===== src/hdl/cone_support_point_core_macros.svh =====
`ifndef CONE_SUPPORT_POINT_CORE_MACROS_SVH
`define CONE_SUPPORT_POINT_CORE_MACROS_SVH

// same-cycle implication, reset aborts the check
`define CSP_ASSERT_IMP(lbl, ante, cons, msg) \
	lbl: assert property (@(posedge clk) disable iff (!arst_n) (ante) |-> (cons)) \
		else $error(msg);

// implication after a fixed number of cycles
`define CSP_ASSERT_LAT(lbl, ante, cons, n, msg) \
	lbl: assert property (@(posedge clk) disable iff (!arst_n) (ante) |-> ##n (cons)) \
		else $error(msg);

`endif


===== src/hdl/csp_pkg.sv =====
package csp_pkg;

	// port widths
	localparam int DIR_W    = 32;
	localparam int MARGIN_W = 31;
	localparam int CFG_W    = 31;
	localparam int SINE_W   = 17;
	localparam int PT_W     = 32;
	localparam int CASE_W   = 2;
	localparam int IDX_W    = 2;

	// register indexes
	localparam logic [IDX_W-1:0] REG_RADIUS      = 2'd0;
	localparam logic [IDX_W-1:0] REG_HALF_HEIGHT = 2'd1;
	localparam logic [IDX_W-1:0] REG_SINE        = 2'd2;

	// register reset values
	localparam logic [CFG_W-1:0]  RADIUS_RST = 31'd65536;
	localparam logic [CFG_W-1:0]  HH_RST     = 31'd65536;
	localparam logic [SINE_W-1:0] SINE_RST   = 17'd29309;

	// result case codes
	localparam logic [CASE_W-1:0] CASE_APEX  = 2'd0;
	localparam logic [CASE_W-1:0] CASE_RIM   = 2'd1;
	localparam logic [CASE_W-1:0] CASE_AXIAL = 2'd2;

	// datapath widths
	localparam int SQ_W    = 64;   // squared lengths
	localparam int NORM_W  = 62;   // normalized radicand
	localparam int SH_W    = 6;    // numerator shift 30+e
	localparam int ROOT_W  = 31;   // integer root, one bit per stage
	localparam int NUM_W   = 62;   // divide numerator
	localparam int QUO_W   = 32;   // quotient, one bit per stage
	localparam int UNIT_W  = 31;   // capped Q1.30 unit component
	localparam logic [UNIT_W-1:0] UNIT_ONE = 31'h4000_0000;

	localparam int NORM_LANES = 2;  // projected and full length
	localparam int DIV_LANES  = 5;  // rim x,z then margin x,y,z

	// per-word flags riding along the root and divide pipes
	typedef struct packed {
		logic                sx;
		logic                sy;
		logic                sz;
		logic                apex;
		logic                p2_nz;
		logic                l2_nz;
		logic [MARGIN_W-1:0] margin;
	} side_t;

	localparam int SIDE_W = $bits(side_t);

	typedef struct packed {
		side_t                             side;
		logic [DIV_LANES-1:0][NUM_W-1:0]   num;
	} root_tag_t;

	localparam int ROOT_TAG_W = $bits(root_tag_t);

endpackage


===== src/hdl/csp_norm.sv =====
module csp_norm #(
	parameter int LANES = csp_pkg::NORM_LANES
) (
	input  logic                                  clk,
	input  logic [LANES-1:0][csp_pkg::SQ_W-1:0]   sq,
	output logic [LANES-1:0][csp_pkg::NORM_W-1:0] n,
	output logic [LANES-1:0][csp_pkg::SH_W-1:0]   sh
);
	import csp_pkg::*;

	logic [LANES-1:0][SQ_W-1:0] t_s1;
	logic [LANES-1:0][SH_W-1:0] e_s1;
	logic [LANES-1:0]           big_s1;

	// coarse steps: values at or above 2^62 drop by two bits, others move up by 32 and 16
	always_ff @(posedge clk) begin
		for (int l = 0; l < LANES; l++) begin
			logic [SQ_W-1:0] t;
			logic [SH_W-1:0] e;
			t = sq[l];
			e = SH_W'(30);
			if (sq[l][SQ_W-1:SQ_W-2] != 2'b00) begin
				t = sq[l] >> 2;
				e = SH_W'(29);
			end else begin
				if (t[SQ_W-1:30] == '0) begin
					t = t << 32;
					e = e + SH_W'(16);
				end
				if (t[SQ_W-1:46] == '0) begin
					t = t << 16;
					e = e + SH_W'(8);
				end
			end
			t_s1[l]   <= t;
			e_s1[l]   <= e;
			big_s1[l] <= (sq[l][SQ_W-1:SQ_W-2] != 2'b00);
		end
	end

	// fine steps of 8, 4 and 2 bits
	always_ff @(posedge clk) begin
		for (int l = 0; l < LANES; l++) begin
			logic [SQ_W-1:0] t;
			logic [SH_W-1:0] e;
			t = t_s1[l];
			e = e_s1[l];
			if (!big_s1[l]) begin
				if (t[SQ_W-1:54] == '0) begin
					t = t << 8;
					e = e + SH_W'(4);
				end
				if (t[SQ_W-1:58] == '0) begin
					t = t << 4;
					e = e + SH_W'(2);
				end
				if (t[SQ_W-1:60] == '0) begin
					t = t << 2;
					e = e + SH_W'(1);
				end
			end
			n[l]  <= t[NORM_W-1:0];
			sh[l] <= e;
		end
	end

endmodule


===== config.mk =====
export PLATFORM = sky130hd
export DESIGN_NAME = csp_norm
export DESIGN_NICKNAME = d
export VERILOG_FILES = /design/src/hdl/cone_support_point_core_macros.svh /design/src/hdl/csp_pkg.sv /design/src/hdl/csp_norm.sv
export SDC_FILE = /design/constraint.sdc
export NUM_CORES = 1
export LEC_CHECK = 0
export BUFFER_PORTS_ARGS = -buffer_cell sky130_fd_sc_hd__buf_2
export CAP_MARGIN = 10
export CORE_AREA = 2 2 180 147
export CTS_BUF_LIST = sky130_fd_sc_hd__clkbuf_8
export CTS_CLUSTER_SIZE = 12
export DETAILED_ROUTE_END_ITERATION = 10
export DIE_AREA = 0 0 182 149
export GPL_TIMING_DRIVEN = 0
export PLACE_DENSITY = 0.82
export SLEW_MARGIN = 30
export SYNTH_ARGS = -nofsm -noshare
export SYNTH_HDL_FRONTEND = slang
export SYNTH_SLANG_ARGS = --single-unit

===== constraint.sdc =====
create_clock -name clk -period 3.9 [get_ports clk]
set_clock_uncertainty 0.05 [all_clocks]
set_input_delay 0.975 -clock clk [delete_from_list [all_inputs] [get_ports clk]]
set_output_delay 0.975 -clock clk [all_outputs]
set_load 0.05 [all_outputs]

==> out/results.tsv <==
metric	value	unit
cp-startpoint	t_s1[118]$_DFF_P_	
finalMaxSlewViolations	0	
synth-seq-area-share	38.05	%
crit_cells	12	
synth_enable_flop_cells	0	
cp_slowest_cell	or4_1	
cp.buffers_inverters	3	
start_util	56.73	%
gp_congestion	1.061	
drt_wl_total	60900	um
place_area	16270	sq um
postLayoutCellArea	17320	sq um
clock_latency	0.57	ns
synthFlopType	dfxtp_1	
crit_family	simple AND/OR/NAND/NOR gates	
multi_input_area	8342	sq um
cap_violations	0	
period_share	95.07	%
crit_chain	or4_1 > buf_2 > nor3_2 > clkinvlp_4 > buf_4 > ha_2 > xor2_1 > nor3_1 > a211oi_1 > o21ai_0 > nor3b_1 > xor2_1	
cts_tree	yes	
drt_iter0_markers	2429	
synthArstFlopShare	0	%
setup_viol	0	
rsz0062_at_grt	false	
outcome	finished, final reports clean	
ys_warn_count	0	
cts.sinks	276	
hp-start	e_s1[11]$_SDFF_PP0_	
timing.fmax	269.7	MHz
grt_pass1_wl	88220	um
p_comb_share	21.0	%
synthesis.area	14520	sq um
switching_power	2.662	mW
die_x	182	um
antenna_left	0	
pwr-share-seq	42.6	%
power_density	446.9	nW/um^2
maxSlewHeadroom	42.00	%
diodes	0	
grt_max_degree	14	
grt-ovfl-total	0	
avgSynthCellArea	8.144	sq um
internal_power	5.076	mW
fin_util	67.65	%
wl_per_cell	24.77	um
hpwl	46960	um
fillCellCount	2129	
crit_top_cell	xor2_1	
clk_pin_slew_worst_paths	0.08	ns
critPathLaunchType	register	
yosysUniqueCellTypes	71	
hold_violations	0	
p_leak	7.446	nW
port-buffer-count	264	
synthCells	1783	
arrival	4.11	ns
swShare	34.40	%
dp.cells	2380	
first_global_vias	14390	
clkPwrFrac	36.4	%
instances_no_fill	2459	
cp-end-kind	register	
cts.htree.levels	2	
rr_worst_depth	12	
fin_nets	2236	
grt_usage	43.12	%
pin_count	265	
ff_latch_area	5525	sq um
final_layout_size_suffix_gt1_share	19.49	%
drc	0	
fin_crit	3.708	ns
area_growth	19.25	%
num_vias	16050	
dr.pass1.iters	7	
grt_antenna_before_repair	5	
cts_buffer_depth	3	
peakVddDrop	0.0003309	V
die_area	27120	sq um
cts-root-buf	clkbuf_8	
holdPathStages	1	
cp_max_fo	10	
max_stage_delay	0.59	ns
cts_buffers	42	
r2r-start	t_s1[118]$_DFF_P_	
core_area	25600	sq um
synth_seq_cells	276	
critPathKind	register to register	
viasPerCell	6.527	
tightest_slew	0.8667	ns
rows	53	
crit_required	4.30	ns
hold_class	register to register	
die_h	149	um
synthesized netlist by cell type (9+ instances only):
library cell,instances,area (sq um)
a211oi_1,9,67.56
a21oi_1,103,515.5
a221o_1,15,150.1
a221oi_1,32,280.3
and3_1,17,106.4
buf_2,32,160.2
clkbuf_1,81,304.0
dfxtp_1,276,5525
ha_1,10,125.1
inv_1,14,52.55
mux2_2,14,157.7
mux2i_1,240,2402
nand2_1,294,1104
nand3_1,12,60.06
nor2_1,170,638.1
nor3_1,32,160.2
nor4_1,26,162.7
o21ai_0,238,1191
o21bai_1,10,75.07
o221ai_1,9,78.83
xnor2_1,10,87.58
registers in the layout, summed over array words and instances (netlist names):
signal / cells
sh: 12
big_s1: 2
t_s1: 128
n: 124
e_s1: 10
layout by cell type, fill, tap and decap left out, drive strengths merged, types with 27 or more instances in the layout:
cell    synthesis  final
buf            53    321
nand2         294    294
dfxtp         276    276
o21ai         243    243
mux2i         240    240
nor2          172    172
clkbuf         81    132
a21oi         103    103
nor3           35     35
a221oi         32     32
nor4           27     27
path summary, 6_finish.rpt:
check                                      end  slack (ns)
worst max-delay path            sh[11]$_DFF_P_        0.19
worst min-delay path            sh[11]$_DFF_P_        0.39
worst max register to register  sh[11]$_DFF_P_        0.19
worst min register to register  sh[11]$_DFF_P_        0.39
per-layer routing:
layer	track usage (%)	routed length [um]	part of all wire, %	up-vias
li1	-	-	-	7004
met5	0	93	0.15	-
met2	56.70	23170	38	1347
met4	9.556	1275	2.1	8
met3	18.92	10420	17	158
met1	63.88	25940	43	7533
logic make-up (layout without fill, tap and decap cells):
group                      after synthesis  in the layout  synth area share [%]
and+or+nand+nor                        598            598                 17.84
other                                    1              4               0.02583
xor gates and xnor gates                15             15                0.9047
AOI/OAI and AO/OA                      476            476                 19.68
muxes                                  256            256                 17.94
adders and majority gates               10             10                0.8617
buffers and inverters                  151            494                 4.696
DFF                                    276            276                 38.05
stage by stage:
step / setup slack [ns] / TNS (ns) / hold slack, ns / power, mW
5_1_grt: 0.02273 / 0 / 0.4105 / 7.933
4_1_cts: 0.04852 / 0 / 0.3967 / 7.657
3_5_place_dp: -0.1991 / -0.4485 / 0.3754 / 4.895
3_3_place_gp: -0.1966 / -0.5326 / 0.3797 / 4.870
2_1_floorplan: 0.7912 / 0 / 0.3595 / 4.281
6_report: 0.1923 / 0 / 0.3901 / 7.738
what timing repair did:
action / CTS / global route
setup buffers: 0 / 4
resized for setup: 0 / 2
hold buffers: 0 / 0
endpoints found under the setup margin: 0 / 2
power by group through the flow:
stage / sequential, mW / clock, mW / combinational [mW]
2_1_floorplan: 3.74 / 0 / 0.539
6_report: 3.29 / 2.82 / 1.63
5_1_grt: 3.30 / 2.93 / 1.70
4_1_cts: 3.27 / 2.81 / 1.58
3_3_place_gp: 3.32 / 0 / 1.55
3_5_place_dp: 3.33 / 0 / 1.57
area by class of cell:
type,instances,area share (%)
Inverter,17,0.3902
Sequential cell,276,31.91
Timing Repair Buffer,268,7.804
Clock buffer,52,4.133
Clock inverter,24,1.655
Buffer,133,3.548
Tap cell,330,2.385
Multi-Input combinational cell,1359,48.18
No activity file was read; power rests on OpenSTA's default activity.
